==> config.mk <==
export PLATFORM = sky130hd
export DESIGN_NAME = scale_note_frequency
export DESIGN_NICKNAME = d
export VERILOG_FILES = /design/src/rtl/snf_pkg.sv /design/src/rtl/scale_note_frequency.sv /design/src/rtl/snf_degree.sv /design/src/rtl/snf_mult.sv /design/src/rtl/snf_shift.sv
export SDC_FILE = /design/constraint.sdc
export NUM_CORES = 2
export LEC_CHECK = 0
export CORE_AREA = 2 2 245 247
export DETAILED_ROUTE_END_ITERATION = 8
export DIE_AREA = 0 0 247 249
export DONT_BUFFER_PORTS = 1
export GPL_ROUTABILITY_DRIVEN = 0
export PLACE_DENSITY_LB_ADDON = 0.2
export SLEW_MARGIN = 20
export SYNTH_ARGS = -nofsm -noshare
export SYNTH_HDL_FRONTEND = slang
export SYNTH_SLANG_ARGS = --single-unit
==> constraint.sdc <==
create_clock -name clk -period 22.8 [get_ports clk]
set_input_delay 2.28 -clock clk [delete_from_list [all_inputs] [get_ports clk]]
set_output_delay 2.28 -clock clk [all_outputs]
set_load 0.005 [all_outputs]
==> src/rtl/snf_pkg.sv <==
package snf_pkg;

    localparam int STEP_W = 8;
    localparam int BASE_W = 24;
    localparam int OCT_W  = 5;
    localparam int FREQ_W = 32;
    localparam int NET_W  = 8;
    localparam int QUOT_W = 7;
    localparam int REM_W  = 4;
    localparam int SEMI_W = 4;
    localparam int Q16_W  = 17;
    localparam int APB_AW = 4;
    localparam int APB_DW = 32;

    // register word index, taken from paddr[3:2]
    localparam logic [1:0] REG_ROOT_FREQ    = 2'd0;
    localparam logic [1:0] REG_OCTAVE_SHIFT = 2'd1;
    localparam logic [1:0] REG_SCALE_SELECT = 2'd2;

    localparam logic [BASE_W-1:0] ROOT_FREQ_RESET = 24'd112640;

    typedef enum logic [1:0] {
        SCALE_MAJOR_PENT = 2'd0,
        SCALE_MINOR_PENT = 2'd1,
        SCALE_BLUES      = 2'd2,
        SCALE_CHROMATIC  = 2'd3
    } scale_t;

    function automatic logic [SEMI_W-1:0] semitone_of(scale_t scale, logic [REM_W-1:0] deg);
        logic [SEMI_W-1:0] semi;
        semi = '0;
        unique case (scale)
            SCALE_MAJOR_PENT:
            begin
                case (deg)
                    4'd0:    semi = 4'd0;
                    4'd1:    semi = 4'd2;
                    4'd2:    semi = 4'd4;
                    4'd3:    semi = 4'd7;
                    4'd4:    semi = 4'd9;
                    default: semi = 4'd0;
                endcase
            end
            SCALE_MINOR_PENT:
            begin
                case (deg)
                    4'd0:    semi = 4'd0;
                    4'd1:    semi = 4'd3;
                    4'd2:    semi = 4'd5;
                    4'd3:    semi = 4'd7;
                    4'd4:    semi = 4'd10;
                    default: semi = 4'd0;
                endcase
            end
            SCALE_BLUES:
            begin
                case (deg)
                    4'd0:    semi = 4'd0;
                    4'd1:    semi = 4'd3;
                    4'd2:    semi = 4'd5;
                    4'd3:    semi = 4'd6;
                    4'd4:    semi = 4'd7;
                    4'd5:    semi = 4'd10;
                    default: semi = 4'd0;
                endcase
            end
            SCALE_CHROMATIC:
            begin
                semi = deg;
            end
        endcase
        return semi;
    endfunction

    // 2^(k/12) in Q1.16, rounded to nearest
    function automatic logic [Q16_W-1:0] ratio_q16(logic [SEMI_W-1:0] semi);
        logic [Q16_W-1:0] r;
        case (semi)
            4'd0:    r = 17'd65536;
            4'd1:    r = 17'd69433;
            4'd2:    r = 17'd73562;
            4'd3:    r = 17'd77936;
            4'd4:    r = 17'd82570;
            4'd5:    r = 17'd87480;
            4'd6:    r = 17'd92682;
            4'd7:    r = 17'd98193;
            4'd8:    r = 17'd104032;
            4'd9:    r = 17'd110218;
            4'd10:   r = 17'd116772;
            4'd11:   r = 17'd123715;
            default: r = 17'd65536;
        endcase
        return r;
    endfunction

endpackage

==> src/rtl/scale_note_frequency.sv <==
// throughput: one step per cycle while the output is not stalled; three register
// stages (degree and ratio lookup, multiplier, output shift and clamp) each hand
// on to the next when it moves
// reset: asynchronous, active low; empties the pipeline and loads the registers
// with 440 Hz base frequency, no octave shift and major pentatonic
module scale_note_frequency
    import snf_pkg::*;
#(
    parameter int RATIO_FRAC_BITS = 16
)
(
    input  logic              clk,
    input  logic              rst_n,
    input  logic              s_tvalid,
    output logic              s_tready,
    input  logic [7:0]        s_tdata,   // [7:0] step_number
    output logic              m_tvalid,
    input  logic              m_tready,
    output logic [31:0]       m_tdata,   // [31:0] frequency
    output logic              m_tuser,   // [0] saturated
    input  logic              psel,
    input  logic              penable,
    input  logic              pwrite,
    input  logic [APB_AW-1:0] paddr,
    input  logic [APB_DW-1:0] pwdata,
    output logic [APB_DW-1:0] prdata,
    output logic              pready
);

    localparam int PROD_W = BASE_W + RATIO_FRAC_BITS + 1;

    logic [BASE_W-1:0]        root_freq_reg;
    logic signed [OCT_W-1:0]  octave_reg;
    scale_t                   scale_reg;
    logic                     cfg_write;

    logic                     deg_valid;
    logic                     deg_ready;
    logic [RATIO_FRAC_BITS:0] deg_ratio;
    logic signed [NET_W-1:0]  deg_net;
    logic                     mul_valid;
    logic                     mul_ready;
    logic [PROD_W-1:0]        mul_product;
    logic signed [NET_W-1:0]  mul_net;

    assign pready    = 1'b1;
    assign cfg_write = psel && penable && pwrite && pready;

    always_ff @(posedge clk or negedge rst_n)
    begin
        if (!rst_n)
        begin
            root_freq_reg <= ROOT_FREQ_RESET;
            octave_reg    <= '0;
            scale_reg     <= SCALE_MAJOR_PENT;
        end
        else if (cfg_write)
        begin
            case (paddr[3:2])
                REG_ROOT_FREQ:    root_freq_reg <= pwdata[BASE_W-1:0];
                REG_OCTAVE_SHIFT: octave_reg    <= signed'(pwdata[OCT_W-1:0]);
                REG_SCALE_SELECT: scale_reg     <= scale_t'(pwdata[1:0]);
                default:          ;
            endcase
        end
    end

    always_comb
    begin
        case (paddr[3:2])
            REG_ROOT_FREQ:    prdata = APB_DW'(root_freq_reg);
            REG_OCTAVE_SHIFT: prdata = APB_DW'(unsigned'(octave_reg));
            REG_SCALE_SELECT: prdata = APB_DW'(scale_reg);
            default:          prdata = '0;
        endcase
    end

    snf_degree #(
        .RATIO_FRAC_BITS (RATIO_FRAC_BITS)
    ) u_degree (
        .clk          (clk),
        .rst_n        (rst_n),
        .in_valid     (s_tvalid),
        .in_ready     (s_tready),
        .step_number  (signed'(s_tdata)),
        .scale_select (scale_reg),
        .octave_shift (octave_reg),
        .out_valid    (deg_valid),
        .out_ready    (deg_ready),
        .ratio        (deg_ratio),
        .net_shift    (deg_net)
    );

    snf_mult #(
        .RATIO_FRAC_BITS (RATIO_FRAC_BITS)
    ) u_mult (
        .clk            (clk),
        .rst_n          (rst_n),
        .in_valid       (deg_valid),
        .in_ready       (deg_ready),
        .ratio          (deg_ratio),
        .net_in         (deg_net),
        .root_frequency (root_freq_reg),
        .out_valid      (mul_valid),
        .out_ready      (mul_ready),
        .product        (mul_product),
        .net_out        (mul_net)
    );

    snf_shift #(
        .RATIO_FRAC_BITS (RATIO_FRAC_BITS)
    ) u_shift (
        .clk       (clk),
        .rst_n     (rst_n),
        .in_valid  (mul_valid),
        .in_ready  (mul_ready),
        .product   (mul_product),
        .net_shift (mul_net),
        .out_valid (m_tvalid),
        .out_ready (m_tready),
        .frequency (m_tdata),
        .saturated (m_tuser)
    );

`ifndef NO_ASSERTIONS
    // an accepted step always lands in the first stage
    a_accept_lands: assert property (@(posedge clk) disable iff (!rst_n)
        s_tvalid && s_tready |=> deg_valid)
        else $error("accepted step not held in first stage");

    // input back-pressure only when every stage is occupied
    a_full_pipe: assert property (@(posedge clk) disable iff (!rst_n)
        !s_tready |-> deg_valid && mul_valid && m_tvalid)
        else $error("input stalled with a free stage");

    // a stalled middle stage keeps its item
    a_mid_hold: assert property (@(posedge clk) disable iff (!rst_n)
        mul_valid && !mul_ready |=> mul_valid)
        else $error("multiplier stage dropped an item");

    // clamping always gives the all-ones frequency
    a_sat_clamp: assert property (@(posedge clk) disable iff (!rst_n)
        m_tvalid && m_tuser |-> m_tdata == 32'hFFFF_FFFF)
        else $error("saturated result not clamped");
`endif

endmodule

==> src/rtl/snf_degree.sv <==
module snf_degree
    import snf_pkg::*;
#(
    parameter int RATIO_FRAC_BITS = 16
)
(
    input  logic                     clk,
    input  logic                     rst_n,
    input  logic                     in_valid,
    output logic                     in_ready,
    input  logic signed [STEP_W-1:0] step_number,
    input  scale_t                   scale_select,
    input  logic signed [OCT_W-1:0]  octave_shift,
    output logic                     out_valid,
    input  logic                     out_ready,
    output logic [RATIO_FRAC_BITS:0] ratio,
    output logic signed [NET_W-1:0]  net_shift
);

    localparam int RATIO_W = RATIO_FRAC_BITS + 1;
    localparam logic signed [NET_W-1:0] FRAC_SHIFT = NET_W'(RATIO_FRAC_BITS);

    logic                      valid_reg;
    logic                      valid_next;
    logic [RATIO_W-1:0]        ratio_reg;
    logic [RATIO_W-1:0]        ratio_next;
    logic signed [NET_W-1:0]   net_reg;
    logic signed [NET_W-1:0]   net_next;

    logic [8:0]                bias;
    logic [7:0]                recip;
    logic [3:0]                modulus;
    logic [5:0]                quot_off;
    logic [8:0]                biased;
    logic [16:0]               recip_prod;
    logic [5:0]                quot_u;
    logic [8:0]                quot_mul;
    logic [REM_W-1:0]          degree;
    logic signed [QUOT_W-1:0]  octave;
    logic [SEMI_W-1:0]         semi;
    logic [Q16_W-1:0]          ratio_tab;

    assign in_ready = !valid_reg || out_ready;

    // floored division by the scale length: bias the step positive by a multiple
    // of the length, divide by reciprocal multiply, then remove the bias quotient
    always_comb
    begin
        unique case (scale_select)
            SCALE_MAJOR_PENT, SCALE_MINOR_PENT:
            begin
                modulus  = 4'd5;
                bias     = 9'd130;
                recip    = 8'd205;
                quot_off = 6'd26;
            end
            SCALE_BLUES:
            begin
                modulus  = 4'd6;
                bias     = 9'd132;
                recip    = 8'd171;
                quot_off = 6'd22;
            end
            SCALE_CHROMATIC:
            begin
                modulus  = 4'd12;
                bias     = 9'd132;
                recip    = 8'd171;
                quot_off = 6'd11;
            end
        endcase
    end

    always_comb
    begin
        biased     = 9'(step_number) + bias;
        recip_prod = 17'(biased) * 17'(recip);
        if (scale_select == SCALE_CHROMATIC)
        begin
            quot_u = recip_prod[16:11];
        end
        else
        begin
            quot_u = 6'(recip_prod[16:10]);
        end
        quot_mul  = 9'(quot_u) * 9'(modulus);
        degree    = REM_W'(biased - quot_mul);
        octave    = signed'(QUOT_W'(quot_u)) - signed'(QUOT_W'(quot_off));
        semi      = semitone_of(scale_select, degree);
        ratio_tab = ratio_q16(semi);
        net_next  = NET_W'(octave) + NET_W'(octave_shift) - FRAC_SHIFT;
    end

    generate
        if (RATIO_FRAC_BITS >= 16)
        begin : g_ratio_up
            always_comb
            begin
                ratio_next = RATIO_W'(ratio_tab) << (RATIO_FRAC_BITS - 16);
            end
        end
        else
        begin : g_ratio_down
            localparam int DN = 16 - RATIO_FRAC_BITS;
            logic [Q16_W:0] rounded;
            always_comb
            begin
                rounded    = (Q16_W+1)'(ratio_tab) + ((Q16_W+1)'(1) << (DN - 1));
                ratio_next = RATIO_W'(rounded >> DN);
            end
        end
    endgenerate

    always_comb
    begin
        valid_next = valid_reg;
        if (in_ready)
        begin
            valid_next = in_valid;
        end
    end

    always_ff @(posedge clk or negedge rst_n)
    begin
        if (!rst_n)
        begin
            valid_reg <= 1'b0;
        end
        else
        begin
            valid_reg <= valid_next;
        end
    end

    always_ff @(posedge clk)
    begin
        if (in_valid && in_ready)
        begin
            ratio_reg <= ratio_next;
            net_reg   <= net_next;
        end
    end

    assign out_valid = valid_reg;
    assign ratio     = ratio_reg;
    assign net_shift = net_reg;

endmodule

==> src/rtl/snf_mult.sv <==
module snf_mult
    import snf_pkg::*;
#(
    parameter int RATIO_FRAC_BITS = 16
)
(
    input  logic                                 clk,
    input  logic                                 rst_n,
    input  logic                                 in_valid,
    output logic                                 in_ready,
    input  logic [RATIO_FRAC_BITS:0]             ratio,
    input  logic signed [NET_W-1:0]              net_in,
    input  logic [BASE_W-1:0]                    root_frequency,
    output logic                                 out_valid,
    input  logic                                 out_ready,
    output logic [BASE_W+RATIO_FRAC_BITS:0]      product,
    output logic signed [NET_W-1:0]              net_out
);

    localparam int PROD_W = BASE_W + RATIO_FRAC_BITS + 1;

    logic                    valid_reg;
    logic                    valid_next;
    logic [PROD_W-1:0]       prod_reg;
    logic [PROD_W-1:0]       prod_next;
    logic signed [NET_W-1:0] net_reg;

    assign in_ready = !valid_reg || out_ready;

    always_comb
    begin
        prod_next  = PROD_W'(root_frequency) * PROD_W'(ratio);
        valid_next = valid_reg;
        if (in_ready)
        begin
            valid_next = in_valid;
        end
    end

    always_ff @(posedge clk or negedge rst_n)
    begin
        if (!rst_n)
        begin
            valid_reg <= 1'b0;
        end
        else
        begin
            valid_reg <= valid_next;
        end
    end

    always_ff @(posedge clk)
    begin
        if (in_valid && in_ready)
        begin
            prod_reg <= prod_next;
            net_reg  <= net_in;
        end
    end

    assign out_valid = valid_reg;
    assign product   = prod_reg;
    assign net_out   = net_reg;

endmodule

==> src/rtl/snf_shift.sv <==
module snf_shift
    import snf_pkg::*;
#(
    parameter int RATIO_FRAC_BITS = 16
)
(
    input  logic                            clk,
    input  logic                            rst_n,
    input  logic                            in_valid,
    output logic                            in_ready,
    input  logic [BASE_W+RATIO_FRAC_BITS:0] product,
    input  logic signed [NET_W-1:0]         net_shift,
    output logic                            out_valid,
    input  logic                            out_ready,
    output logic [FREQ_W-1:0]               frequency,
    output logic                            saturated
);

    localparam int PROD_W = BASE_W + RATIO_FRAC_BITS + 1;
    localparam int WIDE_W = PROD_W + FREQ_W;

    logic                valid_reg;
    logic                valid_next;
    logic [FREQ_W-1:0]   freq_reg;
    logic [FREQ_W-1:0]   freq_next;
    logic                sat_reg;
    logic                sat_next;
    logic [WIDE_W-1:0]   left_val;
    logic [PROD_W-1:0]   right_val;
    logic [NET_W-1:0]    right_amt;
    logic                over;
    logic [FREQ_W-1:0]   low_word;

    assign in_ready = !valid_reg || out_ready;

    // net shift is at most one word width when non-negative
    always_comb
    begin
        left_val  = WIDE_W'(product) << net_shift[5:0];
        right_amt = NET_W'(-net_shift);
        if (right_amt >= NET_W'(PROD_W))
        begin
            right_val = '0;
        end
        else
        begin
            right_val = product >> right_amt;
        end
        if (!net_shift[NET_W-1])
        begin
            over     = |left_val[WIDE_W-1:FREQ_W];
            low_word = left_val[FREQ_W-1:0];
        end
        else
        begin
            over     = |right_val[PROD_W-1:FREQ_W];
            low_word = right_val[FREQ_W-1:0];
        end
        sat_next  = over;
        freq_next = over ? '1 : low_word;
        valid_next = valid_reg;
        if (in_ready)
        begin
            valid_next = in_valid;
        end
    end

    always_ff @(posedge clk or negedge rst_n)
    begin
        if (!rst_n)
        begin
            valid_reg <= 1'b0;
        end
        else
        begin
            valid_reg <= valid_next;
        end
    end

    always_ff @(posedge clk)
    begin
        if (in_valid && in_ready)
        begin
            freq_reg <= freq_next;
            sat_reg  <= sat_next;
        end
    end

    assign out_valid = valid_reg;
    assign frequency = freq_reg;
    assign saturated = sat_reg;

endmodule
# After elaboration in Yosys (flattened, before gate mapping)
# Memories as Yosys holds them, arrays and structs flattened. A register that Yosys moved wholly into a read port is not among the register bits.
# Cells that the tools add are included.
[op_classes]
add_sub_neg = 6
n_mul = 3
order_cmp = 1
eq_ne = 10
shifts = 2
mux = 13
n_reduce_logical = 20
[op_table]
columns = ["operator", "n"]
rows = [
  ["41-bit by 6-bit << shifter with 73-bit output", 1],
  ["24-bit case mux with 3 select lines", 1],
  ["4-bit case mux with 4 select lines", 3],
  ["24-bit by 17-bit multiplier with 41-bit output", 1],
  ["41-bit two-way mux", 1],
  ["41-bit OR reduction", 1],
  ["41-bit by 8-bit >> shifter with 41-bit output", 1],
  ["32-bit two-way mux", 1],
  ["4-bit case mux with 5 select lines", 1],
  ["6-bit case mux with 3 select lines", 1],
  ["9-bit case mux with 2 select lines", 1],
  ["9-bit by 8-bit multiplier with 17-bit output", 1],
  ["8-bit case mux with 2 select lines", 1],
  ["4-bit case mux with 3 select lines", 1],
  ["9-bit adder", 1],
  ["9-bit OR reduction", 1],
  ["7-bit by 5-bit adder with 8-bit output", 1],
  ["4-bit by 2-bit == test with 1-bit output, second input constant", 2],
  ["4-bit by 3-bit == test with 1-bit output, second input constant", 2],
  ["8-bit by 6-bit >= comparator with 1-bit output, second input constant", 1],
  ["8-bit negator", 1],
  ["8-bit by 6-bit subtractor with 8-bit output, second input constant", 1],
  ["6-bit by 6-bit subtractor with 7-bit output", 1],
  ["2-bit == test, second input constant", 3],
  ["other kinds (12)", 25],
]
[word_totals]
reg_bits = 141
romBits = 256
in_bits = 51
out_inout_bits = 68
n_memories = 1
[memory_table]
columns = ["name", "depth", "width", "read_ports", "rd_ports_with_merged_regs", "write_ports", "line", "text"]
rows = [
  ["(name not given)", 16, 16, 1, 1, 0, "snf_pkg.sv:78", "case (semi)"],
]

# Depth between registers and ports, before layout
[logic_depth]
word_depth = 11
depth_mapped = 42
mapped_depth_nobuf = 41

# Cells and area by module
# A second synthesis with hierarchy kept.
[unflattened]
cells_unflattened = 3027
area_unflattened_um2 = 27607.7
[by_module_without_submodules]
columns = ["mod", "n_inst", "cells_per_inst", "area_per_inst_um2", "seq_area_each_um2"]
rows = [
  ["snf_mult", 1, 1586, 14634.0, 1496.4],
  ["snf_shift", 1, 843, 7121.8, 1016.0],
  ["snf_degree", 1, 483, 4355.4, 745.7],
  ["scale_note_frequency", 1, 115, 1496.4, 782.0],
]

# Worst setup path before layout
# OpenSTA, ideal clock, no wires.
[synth_timing]
kind = "input -> register"
start = "in s_tdata[1]"
end = "reg u_degree.ratio_reg[1] (netlist: u_degree.ratio[1]) (data pin)"
setup_time_ns = 0.256
t_arrival_ns = 10.256
required_ns = 22.544
path_slack_ns = 12.287
cell_stages = 35
path_buffers = 0
cell_sequence = "ha_1 -> fa_1 -> nand3_1 -> xnor2_1 -> nand2_1 -> fa_1 -> inv_1 -> fa_1 -> fa_1 -> inv_1 -> fa_1 -> inv_1 -> ha_1 -> nand4_1 -> a31oi_1 -> o21ai_0 -> and2_1 -> nand2_1 -> o21ai_0 -> ha_1 -> fa_1 -> inv_1 -> ha_1 -> xnor2_1 -> and2_1 -> and2_1 -> a21oi_1 -> or3_1 -> nor3_1 -> a2111oi_0 -> a211oi_2 -> inv_1 -> ha_1 -> a21o_1 -> a22o_1"
[synth_between]
elab_chain_cells = 8
elab_cells_between_ends = 14
[synth_rtl]
columns = ["item", "line", "text"]
rows = [
  ["from (decl)", "scale_note_frequency.sv:16", "input logic [7:0] s_tdata,"],
  ["9-bit adder *", "snf_degree.sv:76", "biased = 9'(step_number) + bias;"],
  ["9-bit by 8-bit multiplier with 17-bit output", "snf_degree.sv:77", "recip_prod = 17'(biased) * 17'(recip);"],
  ["6-bit two-way mux", "snf_degree.sv:78", "if (scale_select == SCALE_CHROMATIC)"],
  ["6-bit by 4-bit multiplier with 4-bit output", "snf_degree.sv:86", "quot_mul = 9'(quot_u) * 9'(modulus);"],
  ["4-bit subtractor *", "snf_degree.sv:87", "degree = REM_W'(biased - quot_mul);"],
  ["4-bit by 3-bit == test with 1-bit output (tied with other cells)", "snf_pkg.sv:57", "case (deg)"],
  ["4-bit case mux with 5 select lines (tied with other cells)", "snf_pkg.sv:57", ""],
  ["4-bit case mux with 4 select lines *", "snf_pkg.sv:32", "unique case (scale)"],
  ["to (decl)", "snf_degree.sv:25", "logic [RATIO_W-1:0] ratio_reg;"],
]
# Mark *: on every way between the ends. The rest lies on a longest branch, timed or not.
# A chain may end at the register's enable or synchronous reset.

# Final worst setup path
# Same ends and word-level chain as after synthesis.

==> summary.md <==
| Metric | Value |
|---|---|
| Status | finished clean |
| Worst Hold Class | flip-flop to flip-flop |
| Routed wire length | 68570 um |
| CP peak stage delay | 0.68 ns |
| Hold_buf cts | 0 |
| Die area | 61500 um2 |
| GRT Util Overall | 23.17% |
| Crit Path Class | input pin to flip-flop |
| CP max-delay cell | a211oi_2 |
| Area grow syn2layout | 4.523% |
| Post-synthesis cell type count | 87 |
| Post-CTS setup buffer count | 0 |
| Syn Area/Cell | 9.083 um2 |
| Worst Setup Start Kind | input pin |
| FILL cells | 5665 |
| Max Slew Vio Count | 0 |
| Clock buffer depth | 2 |
| Yosys reg bits | 140 |
| Max reg flops | 41 |
| Critical path capture point type | flip-flop |
| DR WL/cell | 19.16 um |
| DRT Pass-1 Iters | 6 |
| Relative slew slack | 25.68% |
| Max frequency | 87.19 MHz |
| Largest net degree at the start of global routing | 57 |
| Num CTS Buffers | 17 |
| RSZ-0062 raised after global routing | false |
| Register area share after synthesis | 15.46% |
| MaxCap Viol Count | 0 |
| Crit path max fanout | 12 |
| 1st-iter DRT viols | 1839 |
| Reg2reg end | u_degree.ratio[1] |
| Crit path from | s_tdata[1] |
| Vias in the first global route | 20930 |
| Worst R2R Start | scale_reg[1] |
| Endpoints failing setup | 0 |
| Syn Inst Count | 2878 |
| First-pass GRT wire length | 112800 um |
| Clock root buffer | clkbuf_16 |
| Initial Util | 44.54% |
| Cell area after synthesis | 26140 um2 |
| Nets@finish | 3399 |
| Min cycle time layout | 11.47 ns |
| Post-CTS Resized | 0 |
| Core Region | 58690 um2 |
| Via density | 5.672 |
| Die X | 247 um |
| Setup crit end | u_degree.ratio[1] |
| Sink count of the clock tree | 140 |
| Post-synthesis async set-or-reset flop share | 24.29% |
| Post-route DRC | 0 |
| Antenna cells | 0 |
| Fin. Hold Viols | 0 |
| Post-DP HPWL | 54270 um |
| R2r setup slk | 12.03 ns |
| Antenna violations before repair | 0 |
| CTS tree | yes |
| Latest clock arrival within the worst-skew pair | 0.47 ns |
| CTS H-Tree Depth | 4 |
| Synth Flop Type | edfxtp_1 |
| Vias | 20300 |
| Worst Reg2Reg Path Length in Cells | 36 |
| Worst EP arrival | 11.70 ns |
| Layout cells sized above 1 | 7.273% |
| GR Overflow Total | 0 |
| Die span in y | 249 um |
| I/O Buffers | 0 |
| Skew final | 0.01193 ns |
| Final period utilization | 50.31% |
| YS warnings | 0 |
| Most used cell, CP | fa_1 |
| Clock-pin slew reported for the worst setup and hold paths after clock tree synthesis | 0.06 ns |
| Std cell rows | 89 |
| Post-route setup TNS | 0 ns |
| Antenna-violating nets left | 0 |
| Worst path required time | 23.03 ns |
| Post-synth EDFFs | 106 |
| Io pins | 119 |
| Worst slew pin tran | 1.115 ns |
[cells in the mapped netlist (6+ instances only)]
master / count / area share [%]
nor3b_1: 7 / 0.20
buf_4: 11 / 0.32
o211ai_1: 16 / 0.46
nor2b_1: 13 / 0.31
buf_6: 7 / 0.30
o21a_1: 12 / 0.34
nand2_1: 424 / 6.1
nand2b_1: 11 / 0.26
o221ai_1: 10 / 0.34
a32oi_1: 9 / 0.30
o21bai_1: 7 / 0.20
edfxtp_1: 106 / 12
or3_1: 8 / 0.19
a22oi_1: 12 / 0.34
o22ai_1: 20 / 0.48
inv_1: 489 / 7.0
ha_1: 191 / 9.1
a31oi_1: 17 / 0.41
a21o_1: 22 / 0.63
mux2_2: 58 / 2.5
xor2_1: 24 / 0.80
mux2i_1: 79 / 3.0
clkbuf_1: 114 / 1.6
o21ai_0: 82 / 1.6
nand3_1: 35 / 0.67
buf_2: 7 / 0.13
and3_1: 6 / 0.14
a21oi_1: 116 / 2.2
nor2_1: 118 / 1.7
and2_1: 190 / 4.5
fa_1: 365 / 28
mux4_2: 45 / 3.9
buf_1: 8 / 0.11
a211oi_1: 11 / 0.32
nor3_1: 37 / 0.71
or2_2: 9 / 0.22
xnor2_1: 52 / 1.7
nand4_1: 8 / 0.19
dfrtp_1: 29 / 2.8
nor4_1: 7 / 0.17
[critical path: cells and delay by family]
| kind | cells | cell delay, ns |
|---|---|---|
| fa+ha+maj | 11 | 4.12 |
| buf+inv | 5 | 0.54 |
| xor+xnor | 2 | 1.06 |
| simple gates | 8 | 1.53 |
| compound gates | 8 | 2.17 |
[through the flow]
step	area [um2]	setup slack (ns)	hold WS [ns]	util (%)	std cells
3_5_place_dp	26780	10.93	0.4045	45.64	3546
5_1_grt	27320	10.54	0.4228	46.56	3578
6_report	27320	11.33	0.4190	46.56	3578
2_1_floorplan	26170	12.29	0.4003	-	2885
3_3_place_gp	26770	11.19	0.4057	45.61	3545
4_1_cts	27320	11.40	0.4190	46.56	3578
[cells in the final DEF, fill, tap and decap left out, types with 79 or more instances in the layout]
cell type  instances
fa_1             365
mux2i_1           79
and2_1           188
o21ai_0           82
inv_1            489
nand2_1          424
ha_1             190
a21oi_1          116
nor2_1           118
edfxtp_1         106
[kinds of logic (layout without fill, tap and decap cells)]
kind of cell / count (synthesis) / count (layout) / synth area share, %
flip-flops: 140 / 140 / 15.46
multiplexers: 185 / 185 / 9.702
AO/OA/AOI/OAI: 391 / 391 / 9.621
AND/OR/NAND/NOR: 884 / 884 / 15.80
other: 2 / 9 / 0.02873
buffers and inverters: 642 / 562 / 9.654
XOR/XNOR: 77 / 77 / 2.609
adder cells (fa/ha/maj): 557 / 557 / 37.13
[area by class of cell]
type	instances	area [um2]	area share, %
clock buffer	18	429.2	1.571
inverter	494	1854	6.787
tap	773	967.2	3.540
multi-input combinational	2103	19640	71.90
clock inverter	14	110.1	0.4030
sequential	140	4040	14.79
timing repair buffer	36	277.8	1.017
[routing by layer]
layer  GRT usage (%)  wire length (um)  up-vias
li1                -                 -     9180
met1           31.56             29970    10260
met2           37.93             32490      729
met3           4.008              4472      123
met4           6.489              1631        0
met5               0                 0        -
[how the worst min path moves through the flow]
stage | start | to | slack, ns | cells past startpoint
6_report | u_degree.net_shift[7] | u_mult.net_out[7] | 0.42 | 0
3_5_place_dp | u_degree.net_shift[3] | u_mult.net_out[3] | 0.40 | 0
5_1_grt | u_degree.net_shift[5] | u_mult.net_out[5] | 0.42 | 0
3_3_place_gp | u_degree.net_shift[6] | u_mult.net_out[6] | 0.41 | 0
2_1_floorplan | u_degree.net_shift[0] | u_mult.net_out[0] | 0.40 | 0
4_1_cts | u_degree.net_shift[3] | u_mult.net_out[3] | 0.42 | 0
Power is left out: the tool's default activity adds up to more than one toggle a clock period on the data nets, which glitch-free logic cannot reach.
